**src/hw/rtl/mdf_pkg.sv**
```systemverilog
// Shared types and codes for the multicast duplicate filter.
// No dependencies; used by mdf_cell, the top level and the testbench.
package mdf_pkg;

	localparam int unsigned ID_W   = 16;
	localparam int unsigned SEQ_W  = 8;
	localparam int unsigned LIFE_W = 8;
	localparam int unsigned CFG_IDX_W = 3;

	typedef enum logic [CFG_IDX_W-1:0] {
		CFG_LOCAL_SOURCE = 3'd0,
		CFG_SUBNET_A     = 3'd1,
		CFG_SUBNET_B     = 3'd2,
		CFG_SUBNET_COUNT = 3'd3,
		CFG_LIFETIME     = 3'd4
	} cfg_idx_t;

	// Lookup token that walks down the row of cells.
	typedef struct packed {
		logic valid;
		logic have;  // a candidate entry has been found
		logic hit;   // a live matching entry ended the scan
		logic drop;  // sequence check of the matching entry failed
	} token_t;

	// Broadcast commands from the top level to every cell.
	typedef struct packed {
		logic age;
		logic wr_en;
	} cell_ctl_t;

endpackage

```
**src/hw/rtl/mdf_cell.sv**
```systemverilog
// One cache entry of the multicast duplicate filter with its stage of the lookup chain.
// Depends on mdf_pkg.
module mdf_cell import mdf_pkg::*; #(
	parameter int unsigned IDX_W    = 4,
	parameter int unsigned CELL_IDX = 0
) (
	input  logic              clk,
	input  logic              arst_n,
	input  cell_ctl_t         ctl,
	input  logic [IDX_W-1:0]  wr_idx,
	input  logic [LIFE_W-1:0] lifetime,
	input  logic [ID_W-1:0]   subnet_id,
	input  logic [ID_W-1:0]   source_id,
	input  logic [SEQ_W-1:0]  seq_num,
	input  token_t            tok_in,
	input  logic [IDX_W-1:0]  pick_in,
	output token_t            tok_out,
	output logic [IDX_W-1:0]  pick_out
);

	localparam logic [IDX_W-1:0] MY_IDX = IDX_W'(CELL_IDX);

	logic [LIFE_W-1:0] life_q;
	logic [ID_W-1:0]   source_q;
	logic [ID_W-1:0]   subnet_q;
	logic [SEQ_W-1:0]  seq_q;
	token_t            tok_q;
	logic [IDX_W-1:0]  pick_q;
	token_t            tok_nxt;
	logic [IDX_W-1:0]  pick_nxt;
	logic [SEQ_W-1:0]  seq_diff;
	logic              wr_here;

	assign wr_here  = ctl.wr_en && (wr_idx == MY_IDX);
	assign seq_diff = seq_num - seq_q;

	// A free entry takes the candidate over from any earlier one; a live match
	// takes it and freezes the token for the remaining cells.
	always_comb begin
		tok_nxt  = tok_in;
		pick_nxt = pick_in;
		if (tok_in.valid && !tok_in.hit) begin
			if (life_q == '0) begin
				tok_nxt.have = 1'b1;
				pick_nxt     = MY_IDX;
			end else if (source_q == source_id && subnet_q == subnet_id) begin
				tok_nxt.have = 1'b1;
				tok_nxt.hit  = 1'b1;
				tok_nxt.drop = (seq_diff == '0) || seq_diff[SEQ_W-1];
				pick_nxt     = MY_IDX;
			end
		end
	end

	always_ff @(posedge clk or negedge arst_n) begin
		if (!arst_n) begin
			life_q <= '0;
			tok_q  <= '0;
		end else begin
			tok_q <= tok_nxt;
			if (wr_here) begin
				life_q <= lifetime;
			end else if (ctl.age && life_q != '0) begin
				life_q <= life_q - 1'b1;
			end
		end
	end

	always_ff @(posedge clk) begin
		pick_q <= pick_nxt;
		if (wr_here) begin
			source_q <= source_id;
			subnet_q <= subnet_id;
			seq_q    <= seq_num;
		end
	end

	assign tok_out  = tok_q;
	assign pick_out = pick_q;

endmodule

```
**src/hw/rtl/multicast_duplicate_filter.sv**
```systemverilog
// Top level of the multicast duplicate filter: configuration registers, own-frame
// check and the row of mdf_cell entries. Depends on mdf_pkg and mdf_cell.
//
// A request is taken when start is high and busy is low; each request gives one
// result, shown for a single cycle with done high, and the receiver cannot hold it
// off. An aging tick, and a header from this node's own source on a local subnet,
// answer in the next cycle and a new request may follow in every cycle. Any other
// header walks a lookup token through the CACHE_ENTRIES cells, one cell a cycle:
// the token leaves the launch register, passes the register of each cell in turn
// and then sets the done register. Busy rises at the edge that takes the header and
// falls at the edge that raises done, which also rewrites the chosen entry. Configuration
// writes are always ready and should only be issued while the filter is idle.
module multicast_duplicate_filter import mdf_pkg::*; #(
	parameter int unsigned CACHE_ENTRIES = 16
) (
	input  logic                 clk,
	input  logic                 arst_n,
	input  logic                 start,
	output logic                 busy,
	input  logic                 req_type,
	input  logic [ID_W-1:0]      subnet_id,
	input  logic [ID_W-1:0]      source_id,
	input  logic [SEQ_W-1:0]     seq_num,
	output logic                 done,
	output logic                 drop,
	input  logic                 cfg_valid,
	output logic                 cfg_ready,
	input  logic [CFG_IDX_W-1:0] cfg_index,
	input  logic [ID_W-1:0]      cfg_data
);

	localparam int unsigned IDX_W = (CACHE_ENTRIES > 1) ? $clog2(CACHE_ENTRIES) : 1;

	logic [ID_W-1:0]   local_source_q;
	logic [ID_W-1:0]   subnet_a_q;
	logic [ID_W-1:0]   subnet_b_q;
	logic [1:0]        subnet_count_q;
	logic [LIFE_W-1:0] lifetime_q;

	logic [ID_W-1:0]   subnet_id_q;
	logic [ID_W-1:0]   source_id_q;
	logic [SEQ_W-1:0]  seq_num_q;
	logic              busy_q;
	logic              launch_q;
	logic              done_q;
	logic              drop_q;

	logic              accept;
	logic              own_frame;
	logic              local_subnet;
	cell_ctl_t         ctl;
	token_t            tok   [CACHE_ENTRIES+1];
	logic [IDX_W-1:0]  pick  [CACHE_ENTRIES+1];

	assign cfg_ready = 1'b1;

	always_ff @(posedge clk or negedge arst_n) begin
		if (!arst_n) begin
			local_source_q <= '0;
			subnet_a_q     <= '0;
			subnet_b_q     <= '0;
			subnet_count_q <= 2'd1;
			lifetime_q     <= LIFE_W'(10);
		end else if (cfg_valid && cfg_ready) begin
			unique case (cfg_index)
				CFG_LOCAL_SOURCE: local_source_q <= cfg_data;
				CFG_SUBNET_A:     subnet_a_q     <= cfg_data;
				CFG_SUBNET_B:     subnet_b_q     <= cfg_data;
				CFG_SUBNET_COUNT: subnet_count_q <= cfg_data[1:0];
				CFG_LIFETIME:     lifetime_q     <= cfg_data[LIFE_W-1:0];
				default: ;
			endcase
		end
	end

	assign accept = start && !busy_q;

	// A count of three behaves as two.
	assign local_subnet = (subnet_count_q != 2'd0 && subnet_id == subnet_a_q) ||
	                      (subnet_count_q[1] && subnet_id == subnet_b_q);
	assign own_frame    = (source_id == local_source_q) && local_subnet;

	always_ff @(posedge clk or negedge arst_n) begin
		if (!arst_n) begin
			busy_q   <= 1'b0;
			launch_q <= 1'b0;
			done_q   <= 1'b0;
		end else begin
			launch_q <= accept && !req_type && !own_frame;
			done_q   <= (accept && (req_type || own_frame)) || tok[CACHE_ENTRIES].valid;
			if (accept && !req_type && !own_frame) begin
				busy_q <= 1'b1;
			end else if (tok[CACHE_ENTRIES].valid) begin
				busy_q <= 1'b0;
			end
		end
	end

	always_ff @(posedge clk) begin
		if (accept) begin
			subnet_id_q <= subnet_id;
			source_id_q <= source_id;
			seq_num_q   <= seq_num;
		end
		if (tok[CACHE_ENTRIES].valid) begin
			drop_q <= !tok[CACHE_ENTRIES].have || tok[CACHE_ENTRIES].drop;
		end else begin
			drop_q <= !req_type && own_frame;
		end
	end

	assign ctl.age   = accept && req_type;
	assign ctl.wr_en = tok[CACHE_ENTRIES].valid && tok[CACHE_ENTRIES].have;

	assign tok[0]  = '{valid: launch_q, have: 1'b0, hit: 1'b0, drop: 1'b0};
	assign pick[0] = '0;

	for (genvar i = 0; i < CACHE_ENTRIES; i++) begin : g_cell
		mdf_cell #(
			.IDX_W    (IDX_W),
			.CELL_IDX (i)
		) u_cell (
			.clk       (clk),
			.arst_n    (arst_n),
			.ctl       (ctl),
			.wr_idx    (pick[CACHE_ENTRIES]),
			.lifetime  (lifetime_q),
			.subnet_id (subnet_id_q),
			.source_id (source_id_q),
			.seq_num   (seq_num_q),
			.tok_in    (tok[i]),
			.pick_in   (pick[i]),
			.tok_out   (tok[i+1]),
			.pick_out  (pick[i+1])
		);
	end

	assign busy = busy_q;
	assign done = done_q;
	assign drop = drop_q;

endmodule

```
**config.mk**
```make
export PLATFORM = sky130hd
export DESIGN_NAME = multicast_duplicate_filter
export DESIGN_NICKNAME = d
export VERILOG_FILES = /design/src/hw/rtl/mdf_pkg.sv /design/src/hw/rtl/mdf_cell.sv /design/src/hw/rtl/multicast_duplicate_filter.sv
export SDC_FILE = /design/constraint.sdc
export NUM_CORES = 1
export LEC_CHECK = 0
export BUFFER_PORTS_ARGS = -buffer_cell sky130_fd_sc_hd__buf_2
export CAP_MARGIN = 20
export CORE_MARGIN = 2
export CORE_UTILIZATION = 50
export CTS_BUF_LIST = sky130_fd_sc_hd__clkbuf_8
export DETAILED_ROUTE_END_ITERATION = 12
export PLACE_DENSITY = 0.74
export SYNTH_ARGS = -nofsm -noshare
export SYNTH_HDL_FRONTEND = slang
export SYNTH_HIERARCHICAL = 1
export SYNTH_SLANG_ARGS = --single-unit
```
**constraint.sdc**
```tcl
create_clock -name clk -period 7 [get_ports clk]
set_input_delay 1.05 -clock clk [delete_from_list [all_inputs] [get_ports clk]]
set_output_delay 1.05 -clock clk [all_outputs]
set_load 0.02 [all_outputs]
```
* Word level (Yosys, flattened, before mapping) *
Cells that the tools add are included.

operators by class
  add/sub/neg operators = 32
  equal/unequal tests = 54
  muxes and demuxes = 143
  bitwise logic cells = 1
  reduce and logical (&&, ||, !) cells = 186

operator list
  operator             count
  $eq 16x16->1         35
  $logic_not 8->1      32
  $mux 8               32
  $mux 4               42
  $reduce_bool 8->1    16
  $sub 8x1->8 const B  16
  $sub 8x8->8          16
  $mux 3               32
  $logic_and 1x1->1    73
  $reduce_bool 2->1    18
  $eq 4x4->1 const B   8
  $mux 2               16
  $mux 1               21
  $logic_or 1x1->1     20
  $logic_not 1->1      19
  $eq 4x3->1 const B   4
  $reduce_and 2->1     5
  $eq 4x2->1 const B   2
  $eq 3x2->1 const B   2
  $eq 4x1->1 const B   1
  $logic_not 4->1      1
  $eq 3x1->1 const B   1
  $eq 3x3->1 const B   1
  $logic_not 3->1      1
  2 further kinds      2

storage, ports and cells
  bits in registers = 993
  output and inout bits = 4
  logic and storage cells = 571

* Longest topological paths before layout *
Gate-level depths: netlist of the first run.

  depth after elaboration = 7
  depth in mapped cells = 9
  gate-level depth less buffers = 9

* Cells and area by module *
Netlist of the first run, hierarchy kept.

modules (own cells, without submodules)
  module                            instances  cells each  area each (um^2)  sequential area each (um^2)
  mdf_cell (g_cell[11].u_cell ...)  4          203         2627.5            1581.5
  mdf_cell (g_cell[1].u_cell ...)   3          204         2645.0            1581.5
  mdf_cell (g_cell[8].u_cell ...)   2          204         2626.3            1581.5
  mdf_cell (g_cell[5].u_cell ...)   2          204         2623.8            1581.5
  multicast_duplicate_filter        1          255         4170.2            2751.4
  mdf_cell (g_cell[10].u_cell)      1          204         2632.5            1581.5
  mdf_cell (g_cell[12].u_cell)      1          204         2628.8            1581.5
  mdf_cell (g_cell[15].u_cell)      1          208         2625.0            1581.5
  mdf_cell (g_cell[3].u_cell)       1          204         2622.5            1581.5
  mdf_cell (g_cell[0].u_cell)       1          206         2605.0            1581.5

* Least setup slack after synthesis of the first run *
OpenSTA, ideal clock, no wires.

  kind = in2reg
  from = in start
  to = reg g_cell[15].u_cell.life_q[6]
  library setup time = 0.192 ns
  data arrival time = 5.344 ns
  required time = 6.808 ns
  slack = 1.465 ns
  stages = 8
  path buffers = 0
  path through = nor2b_1 and2_1 inv_1 a31o_4 or3_4 nor4_1 xnor2_1 o21ai_1

RTL lines
  item                  line                              text
  start, declared       multicast_duplicate_filter.sv:18  input logic start,
  end signal, assigned  mdf_cell.sv:62                    life_q <= lifetime;
  end signal, assigned  mdf_cell.sv:64                    life_q <= life_q - 1'b1;
  end, declared         mdf_cell.sv:23                    logic [LIFE_W-1:0] life_q;

==> impl_metrics.py, run 1 <==
metrics = {
    "synth": {
        "netlist_area_sq_um": 46200,
        "yosysWarnings": 6,
        "syn_inst": 3519,
        "syn_avg_cell_area_sq_um": 13.1,
    },
    "pwr": {
        "intPower_mw": 9.75,
        "p_leak_nw": 19.0,
        "switchingPower_mw": 3.72,
        "power.share.clock_pct": 34.1,
        "power.density_nw_per_um2": 262,
        "vdd_drop_max_mv": 0.268,
        "switching_share_pct": 27.6,
        "combPwrFrac_pct": 13.0,
        "pwr-share-seq_pct": 52.9,
    },
    "floorplanning": {
        "ios": 68,
        "rows": 111,
        "die_area_sq_um": 94800,
        "core_area_sq_um": 91700,
        "start_util_pct": 50.4,
        "die_h_um": 308,
        "die_width_um": 308,
    },
    "setup_path": {
        "crit_required_ps": 7690,
        "cp-end-kind": "flip-flop",
        "arrival_ps": 3960,
        "critical_path_class": "reg2reg",
        "startpoint_type": "flip-flop",
        "crit_path_max_fanout": 19,
    },
    "cts": {
        "cts.clk_slew.worst_paths_ps": 70,
        "cts_hold_buf": 0,
        "cts_tree": "done",
        "ctsResizeCount": 0,
        "htree_num_levels": 4,
        "insertion_delay_ps": 820,
        "cts_buffers": 153,
        "cts.path.max_buffers": 3,
        "cts_setup_buffers": 0,
        "cts_root_buffer": "clkbuf_8",
        "cts_sinks": 997,
    },
    "place": {
        "place_worst_setup_slack_ps": 3120,
        "dpl.cell_count": 4792,
        "dpl.hpwl_um": 60300,
        "dpl_cell_area_sq_um": 48300,
        "io_buffer_count": 66,
        "place.gp.congestion": 0.821,
    },
    "timing": {
        "setup_viol_count_final": 0,
        "fin_ws_ps": 3730,
        "fmax_ghz": 0.306,
        "finClkSkew_ps": 51.6,
        "drv_slew": 0,
        "slew_headroom_pct": 24.1,
        "finalCritPeriodShare_pct": 46.6,
        "final_hold_viol_count": 0,
        "worstMarginPinSlew_ps": 1140,
        "rsz0062_at_grt": "false",
        "final.min_clock_period_ps": 3270,
        "finalSetupTns_ps": 0,
        "fin_hold_ws_ps": 248,
    },
    "cells_and_area": {
        "nets": 3995,
        "finalInstanceArea_sq_um": 51400,
        "drive_gt1_share_pct": 15.2,
        "area_delta_synth_final_pct": 11.2,
        "stdcell_count": 5082,
        "fillers": 7340,
    },
    "worst_hold_path": {
        "hp-class": "in2async",
    },
    "route": {
        "routedWlPerCell_um": 18.9,
        "ant_nets": 0,
        "drc": 0,
        "drtPass1Iterations": 7,
        "wl_um": 96000,
        "drt_iter0_drc": 1596,
        "num_vias": 27600,
        "viasPerCell": 5.44,
    },
    "grt": {
        "grt_pass1_wl_um": 152000,
        "grt_max_degree": 163,
        "grt_pass1_vias": 28100,
        "overflow": 0,
        "grt_antenna_before_repair": 1,
        "grt_use_total_pct": 20.5,
    },
    "run": {
        "drv_cap": 0,
    },
    "run_status": {
        "status": "completed",
    },
}
==> flip-flops by register name, summed over array words and instances, names as in the netlist, 63 cells and up <==
signal / cells
g_cell.u_cell/tok_out: 63
g_cell.u_cell/subnet_q: 256
g_cell.u_cell/pick_out: 64
g_cell.u_cell/life_q: 128
g_cell.u_cell/seq_q: 128
g_cell.u_cell/source_q: 256
==> cell usage in the layout (no fill, tap or decap), types with 72 or more instances in the layout <==
cell type,instances
edfxtp_1,680
xor2_1,524
dfrtp_1,249
inv_1,224
xnor2_1,194
nand2_1,191
nor2_1,179
clkbuf_8,170
nor4_1,165
ha_1,144
o21ai_0,132
a21oi_1,113
nand2b_1,79
mux2_2,72
==> worst max-delay path, cell delays in order, from the launching register on <==
cell,delay (ps)
edfxtp_1,1010
buf_4,390
xor2_1,110
nor4_1,340
nand4_1,290
nor4_1,630
o311a_1,290
a21oi_2,60
==> path summary, 6_finish.rpt <==
path,from,depth (start not counted),slack [ps],end
worst max-delay path,subnet_id_q[13],7,3730,g_cell[10].u_cell/tok_out[0]
min in group clk,g_cell[2].u_cell/tok_out[3],0,360,g_cell[3].u_cell/tok_out[3]
worst max register to register,subnet_id_q[13],7,3730,g_cell[10].u_cell/tok_out[0]
worst min register to register,g_cell[2].u_cell/tok_out[3],0,360,g_cell[3].u_cell/tok_out[3]
worst min-delay path,arst_n,1,250,subnet_b_q[15]
max in group asynchronous,arst_n,2,5320,g_cell[7].u_cell/tok_out[2]
==> power by group through the flow <==
| stage | registers [mW] | clock network (mW) | logic (mW) |
|---|---|---|---|
| after floorplan | 7.25 | 0 | 1.12 |
| after global placement | 7.23 | 0 | 1.68 |
| after detailed placement | 7.23 | 0 | 1.75 |
| after CTS | 7.12 | 4.70 | 1.76 |
| after global routing | 7.17 | 4.95 | 1.96 |
| final | 7.13 | 4.59 | 1.75 |
==> area by class of cell <==
class                           instances  area, sq um  area share (%)
Inverter                              182          683            1.33
Multi-Input combinational cell       2312        17300            33.7
Clock buffer                          170         2340            4.55
Timing Repair Buffer                  125          921            1.79
Sequential cell                       997        28000            54.5
Clock inverter                        109          597            1.16
Tap cell                             1186         1480            2.89
Antenna cell                            1         2.50         0.00487
==> per-layer routing <==
metal | part of all wire, % | wire [um] | vias up | global-route usage (%)
li1 | - | - | 13200 | -
met1 | 43 | 41700 | 13700 | 25.9
met2 | 49 | 47500 | 620 | 35.3
met3 | 4.0 | 3880 | 165 | 3.04
met4 | 3.1 | 3020 | 0 | 8.53
met5 | 0 | 0 | - | 0
==> through the flow <==
step	utilization, %	total power [mW]
after CTS	55.8	13.6
after global routing	56.1	14.1
after detailed placement	52.6	8.98
after floorplan	-	8.37
final	56.1	13.5
after global placement	52.6	8.90
No activity file was read; power rests on OpenSTA's default activity.
==> inputs of run 2 (changes only) <==
--- a/config.mk
+++ b/config.mk
@@ -11,7 +11,7 @@
 export CORE_UTILIZATION = 50
 export CTS_BUF_LIST = sky130_fd_sc_hd__clkbuf_8
 export DETAILED_ROUTE_END_ITERATION = 12
-export PLACE_DENSITY = 0.74
+export PLACE_DENSITY = 0.76
 export SYNTH_ARGS = -nofsm -noshare
 export SYNTH_HDL_FRONTEND = slang
 export SYNTH_HIERARCHICAL = 1
==> constraint.sdc (replaced) <==
create_clock -name clk -period 2.9 [get_ports clk]
set_input_delay 0.435 -clock clk [delete_from_list [all_inputs] [get_ports clk]]
set_output_delay 0.435 -clock clk [all_outputs]
set_load 0.02 [all_outputs]
==> impl_metrics.py, run 2 (synthesis gave the netlist of run 1 again) <==
metrics = {
    "run_status": {
        "status": "completed",
    },
    "setup_path": {
        "critical_path_class": "reg2reg",
        "arrival_ps": 3480,
        "r2r_end": "g_cell[6].u_cell/tok_out[0]",
        "r2r-start": "seq_num_q[0]",
        "reg2regPathDepth": 9,
        "crit_path_max_fanout": 32,
        "cp-end-kind": "flip-flop",
        "r2r_slack_ps": 140,
        "worstPathCellList": "buf_12, inv_1, ha_1, fa_1, nand2b_1, a21oi_1, o221ai_1, o311a_1, a21oi_2",
        "crit_required_ps": 3620,
        "cpPeakStageDelay_ps": 470,
        "startpoint_type": "flip-flop",
        "crit_slowest_cell": "o311a_1",
    },
    "cells_and_area": {
        "area_delta_synth_final_pct": 13.6,
        "nets": 4103,
        "fillers": 7090,
        "drive_gt1_share_pct": 15.9,
        "final_common_cell": "edfxtp_1",
        "finalInstanceArea_sq_um": 52500,
        "layout_common_cells": "edfxtp_1, xor2_1, dfrtp_1",
        "finish.utilization_pct": 57.3,
        "top_regs": "g_cell.u_cell/source_q: 256 flops, g_cell.u_cell/subnet_q: 256 flops",
        "stdcell_count": 5192,
    },
    "place": {
        "dpl.hpwl_um": 67300,
        "place.gp.congestion": 0.866,
        "dpl_cell_area_sq_um": 49000,
        "dpl.cell_count": 4849,
        "io_buffer_count": 66,
        "place_worst_setup_slack_ps": -85.8,
    },
    "timing": {
        "setup_viol_count_final": 0,
        "finClkSkew_ps": 47.2,
        "rsz0062_at_grt": "false",
        "fmax_ghz": 0.363,
        "fin_hold_ws_ps": 146,
        "finalSetupTns_ps": 0,
        "slew_headroom_pct": 25.0,
        "final_hold_viol_count": 0,
        "fin_ws_ps": 145,
        "final.min_clock_period_ps": 2760,
        "worstMarginPinSlew_ps": 1120,
        "drv_slew": 0,
        "finalCritPeriodShare_pct": 95.0,
    },
    "cts": {
        "cts_buffers": 152,
        "cts.clk_slew.worst_paths_ps": 60,
        "cts_tree": "done",
        "insertion_delay_ps": 820,
        "cts_sinks": 997,
        "htree_num_levels": 4,
        "cts.path.max_buffers": 3,
        "cts_root_buffer": "clkbuf_8",
    },
    "route": {
        "viasPerCell": 5.50,
        "drc": 0,
        "wl_um": 104000,
        "drtPass1Iterations": 6,
        "routedWlPerCell_um": 20.1,
        "num_vias": 28500,
        "ant_nets": 0,
        "drt_iter0_drc": 2290,
    },
    "floorplanning": {
        "die_area_sq_um": 94800,
        "start_util_pct": 50.4,
        "die_h_um": 308,
        "die_width_um": 308,
        "ios": 68,
        "rows": 111,
        "core_area_sq_um": 91700,
    },
    "grt": {
        "overflow": 0,
        "grt_use_total_pct": 22.3,
        "grt_pass1_vias": 29000,
        "grt_pass1_wl_um": 163000,
        "grt_max_degree": 73,
        "grt_antenna_before_repair": 3,
    },
    "worst_hold_path": {
        "hp-class": "in2reg",
        "min_path_cells": 3,
        "worstHoldStart": "cfg_index[0]",
        "hold_end": "subnet_count_q[1]",
    },
    "pwr": {
        "p_leak_nw": 19.5,
        "power.density_nw_per_um2": 619,
        "finalPower_mw": 32.5,
        "vdd_drop_max_mv": 0.462,
    },
    "run": {
        "drv_cap": 0,
    },
}
[run 2: cell types whose count changed in the layout (fill, tap and decap cells not counted), moves of 2 or more]
cell           previous run  this run
dlygate4sd3_1             0        58
clkinv_8                  3         0
nor4_4                   15        17
inv_12                    2         0
bufinv_16                 2         0
clkinvlp_4                3         1
buf_4                    48        82
buf_12                   11        28
nor4_1                  165       162
clkinv_1                 15        25
[run 2: routing by layer]
| layer | GRT usage, % | vias up | part of all wire, % |
|---|---|---|---|
| met1 | 28.8 | 14000 | 41 |
| met4 | 8.43 | 2 | 3.2 |
| met3 | 3.72 | 204 | 6.2 |
| met2 | 37.7 | 911 | 49 |
| met5 | 0 | - | 0.013 |
| li1 | - | 13400 | - |
[run 2: how the worst max path moves through the flow]
stage	startpoint	slack, ps	endpoint
floorplan	busy	8	g_cell[0].u_cell/life_q[6]
global placement	subnet_id_q[0]	-20	g_cell[10].u_cell/tok_out[0]
detailed placement	subnet_id_q[0]	-90	g_cell[10].u_cell/tok_out[0]
CTS	subnet_id_q[15]	20	g_cell[3].u_cell/tok_out[0]
global route	subnet_id_q[5]	50	g_cell[4].u_cell/tok_out[0]
finish	seq_num_q[0]	140	g_cell[6].u_cell/tok_out[0]
[run 2: report_power, final]
part | switching [mW] | internal [mW] | total (mW)
clock network | 5.35 | 5.39 | 10.7
logic | 2.71 | 1.90 | 4.61
registers | 0.993 | 16.2 | 17.1
[run 2: what timing repair did]
action / 4_1_cts / 5_1_grt
buffers inserted: 0 / 4
hold endpoints to repair: 167 / 0
pin swaps: 0 / 0
setup endpoints to repair: 1 / 3
hold buffers: 58 / 0
gates resized for setup: 1 / 1
[run 2: area by class of cell]
type,count,area [sq um],share of cell area [%]
Timing Repair Buffer,234,2100,4.00
Multi-Input combinational cell,2312,17400,33.1
Inverter,182,683,1.30
Clock inverter,110,473,0.901
Antenna cell,1,2.50,0.00477
Sequential cell,997,28000,53.4
Tap cell,1186,1480,2.83
Clock buffer,170,2340,4.46
[run 2: worst max-delay path, delay by kind of cell (launching register included)]
kind            cells  cell delay, ps
buf+inv             2             280
flops               1             380
fa+ha+maj           2             600
compound gates      4            1170
simple gates        1             200
